<file path="config.mk">
export PLATFORM = sky130hd
export DESIGN_NAME = led_frame_channel_router
export DESIGN_NICKNAME = d
export VERILOG_FILES = /design/src/hdl/lfcr_pkg.sv /design/src/hdl/lfcr_parser.sv /design/src/hdl/lfcr_out_fifo.sv /design/src/hdl/led_frame_channel_router.sv
export SDC_FILE = /design/constraint.sdc
export NUM_CORES = 1
export LEC_CHECK = 0
export BUFFER_PORTS_ARGS = -buffer_cell sky130_fd_sc_hd__buf_4
export CAP_MARGIN = 30
export CORE_AREA = 2 2 291 293
export DETAILED_ROUTE_END_ITERATION = 8
export DIE_AREA = 0 0 293 295
export GPL_TIMING_DRIVEN = 0
export PLACE_DENSITY_LB_ADDON = 0.1
export SYNTH_ARGS = -nofsm -noshare
export SYNTH_HDL_FRONTEND = slang
export SYNTH_SLANG_ARGS = --single-unit
</file>
<file path="constraint.sdc">
create_clock -name clk -period 18.98 [get_ports clk]
set_input_delay 1.898 -clock clk [delete_from_list [all_inputs] [get_ports clk]]
set_output_delay 1.898 -clock clk [all_outputs]
set_load 0.05 [all_outputs]
</file>
<file path="src/hdl/lfcr_pkg.sv">
// ---------------------------------------------------------------------------
// lfcr_pkg
// Shared types and constants of the LED frame channel router.
// ---------------------------------------------------------------------------
package lfcr_pkg;

	localparam int BYTE_W  = 8;
	localparam int CHAN_W  = 3;
	localparam int IDX_W   = 10;
	localparam int COLOR_W = 24;
	localparam int COUNT_W = 16;
	localparam int START_W = 19;
	localparam int PIXEL_W = 16;
	localparam int LIMIT_W = 3;

	localparam int LEDS_PER_CHANNEL = 1024;
	localparam int DEF_HEADER_SLOTS = 6;
	localparam int DEF_MAX_FRAME_BYTES = 16384;

	localparam logic [BYTE_W-1:0]  HDR_END_BYTE = 8'hff;
	localparam logic [PIXEL_W-1:0] PIXEL_MAX = 16'hffff;
	localparam int SHORT_FRAME_BYTES = 4;
	localparam logic [LIMIT_W-1:0] LIMIT_RESET = 3'd1;

	localparam int PAYLOAD_W = CHAN_W + IDX_W + COLOR_W + BYTE_W;
	localparam int TDATA_W = ((PAYLOAD_W + 7) / 8) * 8;
	localparam int PAD_W = TDATA_W - PAYLOAD_W;

	localparam int FIFO_DEPTH = 4;
	localparam int FIFO_PTR_W = $clog2(FIFO_DEPTH);
	localparam int FIFO_CNT_W = $clog2(FIFO_DEPTH + 1);

	typedef enum logic {
		KIND_PIXEL = 1'b0,
		KIND_DONE  = 1'b1
	} lfcr_kind_t;

	typedef struct packed {
		lfcr_kind_t          kind;
		logic [CHAN_W-1:0]   channel;
		logic [IDX_W-1:0]    led_index;
		logic [COLOR_W-1:0]  color;
		logic [BYTE_W-1:0]   motor_byte;
		logic                last;
	} lfcr_result_t;

endpackage

</file>
<file path="src/hdl/lfcr_parser.sv">
// ---------------------------------------------------------------------------
// lfcr_parser
// Frame state and per-byte decode: header counts, pixel assembly, channel
// routing and the frame done item. Gives up to two results per step.
// ---------------------------------------------------------------------------
module lfcr_parser #(
	parameter int HEADER_SLOTS = lfcr_pkg::DEF_HEADER_SLOTS,
	parameter int MAX_FRAME_BYTES = lfcr_pkg::DEF_MAX_FRAME_BYTES
) (
	input  logic                               clk,
	input  logic                               arst_n,
	input  logic                               step,
	input  logic [lfcr_pkg::BYTE_W-1:0]        data_byte,
	input  logic                               frame_end,
	input  logic [lfcr_pkg::LIMIT_W-1:0]       channel_limit,
	output logic [1:0]                         res_count,
	output lfcr_pkg::lfcr_result_t [1:0]       res
);

	localparam int FB_W = $clog2(MAX_FRAME_BYTES + 1);
	localparam int HC_W = lfcr_pkg::CHAN_W;

	logic                                in_pixels_q, in_pixels_d;
	logic                                pair_half_q, pair_half_d;
	logic [lfcr_pkg::BYTE_W-1:0]         pair_low_q, pair_low_d;
	logic [HC_W-1:0]                     hc_q, hc_d;
	logic [lfcr_pkg::COUNT_W-1:0]        counts_q [HEADER_SLOTS];
	logic [lfcr_pkg::START_W-1:0]        starts_q [HEADER_SLOTS];
	logic [lfcr_pkg::START_W-1:0]        next_start_q, next_start_d;
	logic [lfcr_pkg::PIXEL_W-1:0]        pn_q, pn_d;
	logic [1:0]                          bip_q, bip_d;
	logic [15:0]                         partial_q, partial_d;
	logic [lfcr_pkg::BYTE_W-1:0]         motor_q, motor_d;
	logic [FB_W-1:0]                     fb_q, fb_d;

	logic                                hdr_wr;
	logic [lfcr_pkg::COUNT_W-1:0]        hdr_count;
	logic [lfcr_pkg::START_W-1:0]        hdr_start;

	logic [lfcr_pkg::START_W-1:0]        diff [HEADER_SLOTS];
	logic [HEADER_SLOTS-1:0]             hit;
	logic [HC_W-1:0]                     lim;
	logic                                found;
	logic [lfcr_pkg::CHAN_W-1:0]         sel_chan;
	logic [lfcr_pkg::START_W-1:0]        sel_idx;

	logic                                pix_valid;
	logic                                done_valid;
	logic [lfcr_pkg::COLOR_W-1:0]        pix_color;
	lfcr_pkg::lfcr_result_t              pix_res;
	lfcr_pkg::lfcr_result_t              done_res;

	// channel lookup for the current pixel number
	always_comb begin
		lim = (channel_limit < hc_q) ? channel_limit : hc_q;
		found = 1'b0;
		sel_chan = '0;
		sel_idx = '0;
		for (int c = 0; c < HEADER_SLOTS; c++) begin
			diff[c] = {3'b000, pn_q} - starts_q[c];
			hit[c] = (HC_W'(c) < lim) && ({3'b000, pn_q} >= starts_q[c]) &&
				(diff[c] < {3'b000, counts_q[c]});
			if (hit[c] && !found) begin
				found = 1'b1;
				sel_chan = lfcr_pkg::CHAN_W'(c);
				sel_idx = diff[c];
			end
		end
	end

	always_comb begin
		in_pixels_d = in_pixels_q;
		pair_half_d = pair_half_q;
		pair_low_d = pair_low_q;
		hc_d = hc_q;
		next_start_d = next_start_q;
		pn_d = pn_q;
		bip_d = bip_q;
		partial_d = partial_q;
		motor_d = motor_q;
		fb_d = fb_q;
		hdr_wr = 1'b0;
		hdr_count = {data_byte, pair_low_q};
		hdr_start = (hc_q == '0) ? lfcr_pkg::START_W'(1) : next_start_q;
		pix_valid = 1'b0;
		pix_color = {partial_q, data_byte};
		done_valid = 1'b0;

		if (fb_q < FB_W'(MAX_FRAME_BYTES)) begin
			fb_d = fb_q + FB_W'(1);
			if (!in_pixels_q) begin
				if (!pair_half_q) begin
					pair_low_d = data_byte;
					pair_half_d = 1'b1;
				end else begin
					pair_half_d = 1'b0;
					if (pair_low_q == lfcr_pkg::HDR_END_BYTE &&
						data_byte == lfcr_pkg::HDR_END_BYTE) begin
						in_pixels_d = 1'b1;
					end else if (hc_q < HC_W'(HEADER_SLOTS)) begin
						hdr_wr = 1'b1;
						next_start_d = hdr_start + {3'b000, hdr_count};
						hc_d = hc_q + HC_W'(1);
					end
				end
			end else begin
				case (bip_q)
					2'd0: begin
						if (pn_q == '0) begin
							motor_d = data_byte;
						end
						partial_d = {8'h00, data_byte};
						bip_d = 2'd1;
					end
					2'd1: begin
						partial_d = {partial_q[7:0], data_byte};
						bip_d = 2'd2;
					end
					default: begin
						pix_valid = (pn_q != '0) && found &&
							(sel_idx < lfcr_pkg::START_W'(lfcr_pkg::LEDS_PER_CHANNEL));
						if (pn_q != lfcr_pkg::PIXEL_MAX) begin
							pn_d = pn_q + lfcr_pkg::PIXEL_W'(1);
						end
						bip_d = 2'd0;
					end
				endcase
			end
		end

		if (frame_end) begin
			done_valid = (fb_d > FB_W'(lfcr_pkg::SHORT_FRAME_BYTES));
			in_pixels_d = 1'b0;
			pair_half_d = 1'b0;
			pair_low_d = '0;
			hc_d = '0;
			pn_d = '0;
			bip_d = '0;
			partial_d = '0;
			fb_d = '0;
		end
	end

	always_comb begin
		pix_res.kind = lfcr_pkg::KIND_PIXEL;
		pix_res.channel = sel_chan;
		pix_res.led_index = sel_idx[lfcr_pkg::IDX_W-1:0];
		pix_res.color = pix_color;
		pix_res.motor_byte = '0;
		pix_res.last = !done_valid;

		done_res.kind = lfcr_pkg::KIND_DONE;
		done_res.channel = '0;
		done_res.led_index = '0;
		done_res.color = '0;
		done_res.motor_byte = motor_d;
		done_res.last = 1'b1;

		res[0] = pix_valid ? pix_res : done_res;
		res[1] = done_res;
		res_count = step ? ({1'b0, pix_valid} + {1'b0, done_valid}) : 2'd0;
	end

	always_ff @(posedge clk or negedge arst_n) begin
		if (!arst_n) begin
			in_pixels_q <= 1'b0;
			pair_half_q <= 1'b0;
			pair_low_q <= '0;
			hc_q <= '0;
			next_start_q <= '0;
			pn_q <= '0;
			bip_q <= '0;
			partial_q <= '0;
			motor_q <= '0;
			fb_q <= '0;
			for (int c = 0; c < HEADER_SLOTS; c++) begin
				counts_q[c] <= '0;
				starts_q[c] <= '0;
			end
		end else if (step) begin
			in_pixels_q <= in_pixels_d;
			pair_half_q <= pair_half_d;
			pair_low_q <= pair_low_d;
			hc_q <= hc_d;
			next_start_q <= next_start_d;
			pn_q <= pn_d;
			bip_q <= bip_d;
			partial_q <= partial_d;
			motor_q <= motor_d;
			fb_q <= fb_d;
			for (int c = 0; c < HEADER_SLOTS; c++) begin
				if (hdr_wr && hc_q == HC_W'(c)) begin
					counts_q[c] <= hdr_count;
					starts_q[c] <= hdr_start;
				end
			end
		end
	end

endmodule

</file>
<file path="src/hdl/lfcr_out_fifo.sv">
// ---------------------------------------------------------------------------
// lfcr_out_fifo
// Small result queue: takes up to two results per cycle, hands out one.
// ---------------------------------------------------------------------------
module lfcr_out_fifo (
	input  logic                           clk,
	input  logic                           arst_n,
	input  logic [1:0]                     push_count,
	input  lfcr_pkg::lfcr_result_t [1:0]   push_data,
	input  logic                           pop_ready,
	output logic                           room,
	output logic                           out_valid,
	output lfcr_pkg::lfcr_result_t         out_data
);

	lfcr_pkg::lfcr_result_t                mem [lfcr_pkg::FIFO_DEPTH];
	logic [lfcr_pkg::FIFO_PTR_W-1:0]       wr_ptr_q;
	logic [lfcr_pkg::FIFO_PTR_W-1:0]       rd_ptr_q;
	logic [lfcr_pkg::FIFO_CNT_W-1:0]       count_q;
	logic                                  pop;

	assign out_valid = (count_q != '0);
	assign out_data = mem[rd_ptr_q];
	assign pop = out_valid && pop_ready;
	assign room = (count_q <= lfcr_pkg::FIFO_CNT_W'(lfcr_pkg::FIFO_DEPTH - 2));

	always_ff @(posedge clk) begin
		if (push_count != 2'd0) begin
			mem[wr_ptr_q] <= push_data[0];
		end
		if (push_count == 2'd2) begin
			mem[wr_ptr_q + lfcr_pkg::FIFO_PTR_W'(1)] <= push_data[1];
		end
	end

	always_ff @(posedge clk or negedge arst_n) begin
		if (!arst_n) begin
			wr_ptr_q <= '0;
			rd_ptr_q <= '0;
			count_q <= '0;
		end else begin
			wr_ptr_q <= wr_ptr_q + lfcr_pkg::FIFO_PTR_W'(push_count);
			if (pop) begin
				rd_ptr_q <= rd_ptr_q + lfcr_pkg::FIFO_PTR_W'(1);
			end
			count_q <= count_q + lfcr_pkg::FIFO_CNT_W'(push_count) -
				lfcr_pkg::FIFO_CNT_W'(pop);
		end
	end

endmodule

</file>
<file path="src/hdl/led_frame_channel_router.sv">
// ---------------------------------------------------------------------------
// led_frame_channel_router
// Routes pixel bytes of an LED frame to header channels and reports frame end.
// ---------------------------------------------------------------------------
// path: an accepted byte is registered in the input stage; when the queue has room it
//   is decoded and its results are written into the result queue
// throughput: one byte per cycle; a byte gives at most two results, drained
//   through a four-entry result queue; input stalls while a byte waits and
//   the queue holds more than two results
// reset: arst_n clears frame state, channel counts, motor byte and the queue;
//   channel_limit returns to 1
module led_frame_channel_router #(
	parameter int HEADER_SLOTS = lfcr_pkg::DEF_HEADER_SLOTS,
	parameter int MAX_FRAME_BYTES = lfcr_pkg::DEF_MAX_FRAME_BYTES
) (
	input  logic                                clk,
	input  logic                                arst_n,
	input  logic                                cfg_we,
	input  logic [lfcr_pkg::LIMIT_W-1:0]        cfg_wdata,      // channel_limit
	input  logic                                s_axis_tvalid,
	output logic                                s_axis_tready,
	input  logic [lfcr_pkg::BYTE_W-1:0]         s_axis_tdata,   // data_byte
	input  logic                                s_axis_tlast,   // frame_end
	output logic                                m_axis_tvalid,
	input  logic                                m_axis_tready,
	// channel, led_index, color, motor_byte, zero pad
	output logic [lfcr_pkg::TDATA_W-1:0]        m_axis_tdata,
	output logic                                m_axis_tuser,   // kind
	output logic                                m_axis_tlast    // last
);

	logic [lfcr_pkg::LIMIT_W-1:0]     limit_q;
	logic                             vld_s1;
	logic [lfcr_pkg::BYTE_W-1:0]      byte_s1;
	logic                             end_s1;
	logic                             room;
	logic                             adv;
	logic [1:0]                       res_count;
	lfcr_pkg::lfcr_result_t [1:0]     res;
	lfcr_pkg::lfcr_result_t           out_res;

	assign adv = vld_s1 && room;
	assign s_axis_tready = !vld_s1 || room;

	always_ff @(posedge clk or negedge arst_n) begin
		if (!arst_n) begin
			limit_q <= lfcr_pkg::LIMIT_RESET;
			vld_s1 <= 1'b0;
		end else begin
			if (cfg_we) begin
				limit_q <= cfg_wdata;
			end
			if (s_axis_tvalid && s_axis_tready) begin
				vld_s1 <= 1'b1;
			end else if (adv) begin
				vld_s1 <= 1'b0;
			end
		end
	end

	always_ff @(posedge clk) begin
		if (s_axis_tvalid && s_axis_tready) begin
			byte_s1 <= s_axis_tdata;
			end_s1 <= s_axis_tlast;
		end
	end

	lfcr_parser #(
		.HEADER_SLOTS(HEADER_SLOTS),
		.MAX_FRAME_BYTES(MAX_FRAME_BYTES)
	) u_parser (
		.clk(clk),
		.arst_n(arst_n),
		.step(adv),
		.data_byte(byte_s1),
		.frame_end(end_s1),
		.channel_limit(limit_q),
		.res_count(res_count),
		.res(res)
	);

	lfcr_out_fifo u_out_fifo (
		.clk(clk),
		.arst_n(arst_n),
		.push_count(res_count),
		.push_data(res),
		.pop_ready(m_axis_tready),
		.room(room),
		.out_valid(m_axis_tvalid),
		.out_data(out_res)
	);

	assign m_axis_tdata = {{lfcr_pkg::PAD_W{1'b0}}, out_res.motor_byte, out_res.color,
		out_res.led_index, out_res.channel};
	assign m_axis_tuser = out_res.kind;
	assign m_axis_tlast = out_res.last;

endmodule
</file>
==> results of run 1 <==
power groups by stage:
stage	Combinational, mW	Sequential, mW	Clock, mW
finish	2.81	1.42	1.16
global route	3.10	1.44	1.23
CTS	2.80	1.42	1.19
detailed placement	2.78	1.44	0
global placement	2.73	1.44	0
floorplan	1.96	1.35	0
metrics by stage:
step                std cells  utilization [%]  setup WS, ns  power (mW)
finish                   4235             39.9          9.54        5.40
detailed placement       4122             37.4          9.69        4.23
CTS                      4232             39.8          9.66        5.41
global route             4235             39.9          9.14        5.78
global placement         4102             36.9          9.58        4.17
floorplan                2957                -         11.96        3.31
synth_stat cells (63+ instances only):
master      n
nand2_1   318
dfrtp_1   309
inv_1     253
o21ai_0   252
ha_1      218
dfxtp_1   156
nor2_1    138
a21oi_1   131
a22o_1    121
mux2_2    104
clkbuf_1   98
xnor2_1    63
final cells by class:
| class | count | area [µm²] |
|---|---|---|
| fill | 8175 | 50000 |
| multi-input combinational | 2069 | 15200 |
| timing repair buffer | 88 | 993 |
| inverter | 254 | 953 |
| clock inverter | 22 | 238 |
| sequential | 507 | 12100 |
| buffer | 127 | 534 |
| tap | 1080 | 1350 |
| clock buffer | 88 | 1760 |
per-layer routing:
metal | share of wire (%) | vias up | GRT usage (%)
met5 | 0 | - | 0
li1 | - | 10953 | -
met4 | 2.7 | 0 | 6.28
met3 | 4.9 | 134 | 2.94
met1 | 48 | 11622 | 33.7
met2 | 44 | 591 | 36.4
worst max-delay path, delay by kind of cell, from the launching register on:
family	cells	cell delay [ns]
AO/OA/AOI/OAI	12	3.02
flip-flops	1	0.39
XOR/XNOR	1	0.32
adder cells (fa/ha/maj)	4	1.20
AND/OR/NAND/NOR	6	2.21
buffers and inverters	6	2.04
kinds of logic after synthesis:
group	count (synthesis)
AOI/OAI and AO/OA	814
buffers and inverters	381
and+or+nand+nor	749
muxes	162
DFF	507
xor gates and xnor gates	115
other	1
adders and majority gates	226
worst paths after layout:
check	to	slack (ns)	cells past startpoint
max reg2reg	u_out_fifo.mem[1][1]	9.54	29
min	u_out_fifo.mem[2][39]	0.45	2
min reg2reg	u_out_fifo.mem[2][39]	0.45	2
max in group asynchronous	limit_q[0]	16.63	3
max	u_out_fifo.mem[1][1]	9.54	29
min in group asynchronous	u_parser.starts_q[59]	1.16	1
registers in the layout, summed over array words and instances (netlist names), 2 cells and up:
| register | flops |
|---|---|
| u_parser.partial_q | 16 |
| u_parser.next_start_q | 19 |
| u_out_fifo.count_q | 3 |
| u_parser.counts_q | 96 |
| u_parser.pn_q | 16 |
| u_parser.bip_q | 2 |
| limit_q | 3 |
| u_parser.hc_q | 3 |
| u_out_fifo.mem | 188 |
| u_out_fifo.rd_ptr_q | 2 |
| u_parser.starts_q | 114 |
| u_parser.fb_q | 15 |
| u_out_fifo.wr_ptr_q | 2 |
| u_parser.motor_q | 8 |
| byte_s1 | 8 |
| u_parser.pair_low_q | 8 |
==> impl_metrics.json, run 1 <==
{
  "endpoint_kind": "flip-flop",
  "wl_per_cell_um": 23.7,
  "synth_area_um2": 28800,
  "htree_levels": 2,
  "critPathMaxStageDelay_ns": 0.84,
  "p_seq_share_pct": 26.4,
  "grt_pass1_vias": 22924,
  "drt-total-wl_um": 101000,
  "yosys_warnings": 0,
  "power.net_switching_mw": 2.39,
  "post_cts_buffers": 0,
  "synth_xor_area_share_pct": 3.49,
  "ir_drop_mv": 0.111,
  "synthFlopType": "dfrtp_1",
  "fin_crit_sh_pct": 49.7,
  "internal-power_mw": 3.00,
  "mostFrequentLayoutCells": "nand2_1, dfrtp_1, inv_1",
  "power.leakage_nw": 14.4,
  "yosys.area_share.simple_pct": 12.2,
  "fin_hold_ws_ns": 0.450,
  "setup_viol_count_final": 0,
  "drtIter0Drc": 1741,
  "numPortBuffers": 65,
  "routabilityCongestion": 0.897,
  "max_freq_mhz": 106,
  "die_h_um": 295,
  "r2r-start": "u_parser.pn_q[0]",
  "grt_pass1_wl_um": 150000,
  "clkTransAtPathRegs_ns": 0.06,
  "postLayoutCellArea_um2": 33200,
  "worstSetupPathType": "reg -> reg",
  "io_pins": 69,
  "hold_buffers": 0,
  "start_util_pct": 34.7,
  "synthDistinctLibCells": 89,
  "antenna_left": 0,
  "numCtsBuffers": 59,
  "clockBufferDepth": 3,
  "maxSlewHeadroom_pct": 28.3,
  "hold_viol": 0,
  "synth_top_area_cell": "dfrtp_1",
  "crit_required_ns": 19.45,
  "worst_slew_pin_slew_ns": 1.07,
  "fin_skew_ns": 0.0427,
  "pwr_density_cell_nw_per_um2": 163,
  "worstHoldPathType": "reg -> reg",
  "cts-resized-gates": 0,
  "die_area_um2": 86400,
  "tns_ns": 0,
  "dieWidth_um": 293,
  "drc": 0,
  "rsz0062_at_grt": "false",
  "layout_commonest_cell": "nand2_1",
  "clkLatencyLatePin_ns": 0.67,
  "drt-vias-per-instance": 5.50,
  "grt_overflow": 0,
  "ys_seq_elements": 507,
  "hpwl_um": 73800,
  "antenna_found_initial": 4,
  "synthCells": 2955,
  "cts_root_buf": "clkbuf_16",
  "cpMaxStageDelayCell": "nor4b_1",
  "crit_path_start_kind": "flip-flop",
  "arrival_ns": 9.91,
  "ys_seq_area_share_pct": 42.0,
  "min_period_ns": 9.44,
  "cts.sinks": 507,
  "synth_compound_area_share_pct": 19.0,
  "layout-drive-gt1-share_pct": 12.6,
  "drt-pass1-iter-count": 6,
  "vias": 23300,
  "slew_violations": 0,
  "placed_area_um2": 31100,
  "std_cell_rows": 106,
  "grt_max_degree": 109,
  "status": "finished, final reports clean",
  "synth_mux_area_share_pct": 8.12,
  "design.core.area_um2": 83200,
  "synthArstFlopShare_pct": 61.1,
  "layout.nets": 3349,
  "synth_edf_count": 41,
  "maxCapViolCount": 0,
  "synthTopCellsByArea": "dfrtp_1, dfxtp_1, ha_1",
  "p_comb_share_pct": 52.1,
  "switching_share_pct": 44.4,
  "synthAdderAreaFrac_pct": 10.0,
  "startpoint": "u_parser.pn_q[0]",
  "grt_use_total_pct": 23.2,
  "cp_max_fo": 10,
  "yosysTopAreaCellShare_pct": 26.8,
  "hold_start": "u_out_fifo.mem[2][39]",
  "syn_avg_cell_area_um2": 9.76,
  "synthToLayoutAreaGrowth_pct": 15.1,
  "n_antenna_cell": 0,
  "cts_tree": "yes",
  "clkPwrFrac_pct": 21.5,
  "synth_top_family_by_area": "compound AO/OA/AOI/OAI gates"
}
Note: power is estimated with default switching activity, not from simulation.
==> inputs of run 2 (changes only) <==
==> constraint.sdc (replaced) <==
create_clock -name clk -period 8.2 [get_ports clk]
set_input_delay 0.82 -clock clk [delete_from_list [all_inputs] [get_ports clk]]
set_output_delay 0.82 -clock clk [all_outputs]
set_load 0.05 [all_outputs]
==> run 2 against run 1 <==
Clock power rose by 130%. Sequential power grew 130%. Combinational power increased by 140%. Count of clock-buffer cells in the layout unchanged. Core utilization up 0.29 points. Clock skew shrank 0.0013 ns. Critical path depth fell by 1. Largest power group unchanged. Highest routed layer unchanged.
==> impl_metrics.json, run 2 (same netlist as run 1, synthesis figures left out) <==
{
  "status": "finished, final reports clean",
  "numPortBuffers": 65,
  "critPathTopFamily": "compound AO/OA/AOI/OAI gates",
  "fillers": 8156,
  "maxCapViolCount": 0,
  "top_register": "u_out_fifo.mem",
  "pwr_density_cell_nw_per_um2": 377,
  "clockBufferDepth": 3,
  "p_comb_share_pct": 52.5,
  "post-place-cells": 4122,
  "reg_top3": "u_out_fifo.mem x188, u_parser.starts_q x114, u_parser.counts_q x96",
  "grt_max_degree": 109,
  "antenna_found_initial": 4,
  "fin_crit_sh_pct": 96.3,
  "numCtsBuffers": 59,
  "drt-total-wl_um": 101000,
  "cts_tree": "yes",
  "worst_r2r_endpoint": "u_out_fifo.mem[1][31]",
  "drt-vias-per-instance": 5.48,
  "crit_required_ns": 8.72,
  "layout_commonest_cell": "nand2_1",
  "finalNonFillerCells": 4241,
  "preCtsSetupSlack_ns": -1.09,
  "seq_area_um2": 12100,
  "setup_viol_count_final": 0,
  "antenna_left": 0,
  "internal-power_mw": 7.00,
  "grt_pass1_vias": 22937,
  "arrival_ns": 8.41,
  "grt_overflow": 0,
  "cts_root_buf": "clkbuf_16",
  "synthToLayoutAreaGrowth_pct": 16.0,
  "critPathBufInv": 6,
  "worstHoldPathType": "in -> async",
  "hold_buffers": 0,
  "cp_max_fo": 10,
  "hold_viol": 0,
  "rsz0062_at_grt": "true",
  "worstSetupPathType": "reg -> reg",
  "maxSlewHeadroom_pct": 32.6,
  "drc": 0,
  "largest_reg_flops": 188,
  "cpMaxStageDelayCell": "o41a_4",
  "power.net_switching_mw": 5.60,
  "ir_drop_mv": 0.262,
  "start_util_pct": 34.7,
  "worst_slew_pin_slew_ns": 0.986,
  "r2r_cells": 28,
  "min_period_ns": 7.89,
  "die_area_um2": 86400,
  "clkLatencyLatePin_ns": 0.67,
  "switching_share_pct": 44.4,
  "routabilityCongestion": 0.897,
  "endpoint_kind": "flip-flop",
  "r2r-start": "u_parser.pn_q[0]",
  "drtIter0Drc": 1676,
  "multi_input_area_um2": 15400,
  "power.total_mw": 12.6,
  "layout.nets": 3355,
  "max_freq_mhz": 127,
  "slew_violations": 0,
  "die_h_um": 295,
  "timing.final.ws_setup_ns": 0.306,
  "wl_per_cell_um": 23.8,
  "clkTransAtPathRegs_ns": 0.06,
  "grt_pass1_wl_um": 150000,
  "power.leakage_nw": 14.5,
  "grt_use_total_pct": 23.2,
  "hpwl_um": 73800,
  "p_seq_share_pct": 26.2,
  "design.core.area_um2": 83200,
  "vias": 23254,
  "critPathMaxStageDelay_ns": 0.51,
  "dieWidth_um": 293,
  "drt-pass1-iter-count": 5,
  "reg2reg_slack_ns": 0.31,
  "tns_ns": 0,
  "clkPwrFrac_pct": 21.3,
  "fin_skew_ns": 0.0414,
  "std_cell_rows": 106,
  "crit_path_start_kind": "flip-flop",
  "io_pins": 69,
  "mostFrequentLayoutCells": "nand2_1, dfrtp_1, o21ai_0",
  "htree_levels": 2,
  "n_antenna_cell": 0,
  "cts.sinks": 507,
  "utilization_pct": 40.2,
  "layout-drive-gt1-share_pct": 13.8
}
[run 2: cell count changes in the layout (fill, tap and decap cells not counted), sizes merged]
cell and delta:
buf +11, inv -5, clkbuf -5, clkinvlp +5
[run 2: how the worst max path moves through the flow]
stage | from | end | slack [ns] | cells past startpoint
final | u_parser.pn_q[0] | u_out_fifo.mem[1][31] | 0.31 | 28
after global routing | u_parser.pn_q[0] | u_out_fifo.mem[2][46] | -0.05 | 29
after CTS | u_parser.pn_q[0] | u_out_fifo.mem[0][33] | 0.02 | 32
after detailed placement | u_parser.pn_q[0] | u_out_fifo.mem[3][1] | -1.09 | 29
after global placement | u_parser.pn_q[1] | u_out_fifo.mem[1][5] | -1.20 | 27
after floorplan | u_parser.pn_q[1] | u_out_fifo.mem[3][40] | 1.18 | 25
[run 2: what timing repair did]
item	CTS	global route
endpoints found under the setup margin	218	208
pin swaps	1	0
resized for setup	26	18
buffers inserted	7	2
[run 2: layout make-up]
| cell class | instances | share of cell area [%] |
|---|---|---|
| Inverter | 254 | 2.91 |
| Clock inverter | 22 | 0.711 |
| Buffer | 124 | 1.64 |
| Clock buffer | 88 | 5.26 |
| Multi-Input combinational cell | 2069 | 45.9 |
| Sequential cell | 507 | 36.2 |
| Tap cell | 1080 | 4.04 |
| Timing Repair Buffer | 97 | 3.29 |
[run 2: through the flow]
stage / area, µm² / hold slack [ns]
final: 33400 / 0.0828
after global routing: 33400 / 0.0826
after CTS: 33300 / 0.0633
after detailed placement: 31100 / 0.438
after global placement: 30700 / 0.429
after floorplan: 28800 / 0.420
[run 2: worst reg2reg max path, delay by kind of cell, from the launching register on]
kind            cells  cell delay (ns)
xor+xnor            1             0.25
compound gates     11             3.01
flops               1             0.42
buf+inv             6             0.90
fa+ha+maj           4             1.18
simple gates        6             2.00
[run 2: metal layers]
layer | GRT usage [%] | part of all wire [%] | up-vias
met5 | 0 | 0 | -
met2 | 36.5 | 44 | 560
met1 | 33.7 | 48 | 11607
met3 | 3.05 | 4.7 | 129
met4 | 6.03 | 2.6 | 0
li1 | - | - | 10958
[run 2: power groups by stage]
stage | Sequential (mW) | Combinational [mW] | Clock (mW)
after floorplan | 3.12 | 4.54 | 0
after global placement | 3.33 | 6.32 | 0
after detailed placement | 3.34 | 6.44 | 0
after CTS | 3.30 | 6.54 | 2.74
after global routing | 3.34 | 7.28 | 2.85
final | 3.30 | 6.61 | 2.69
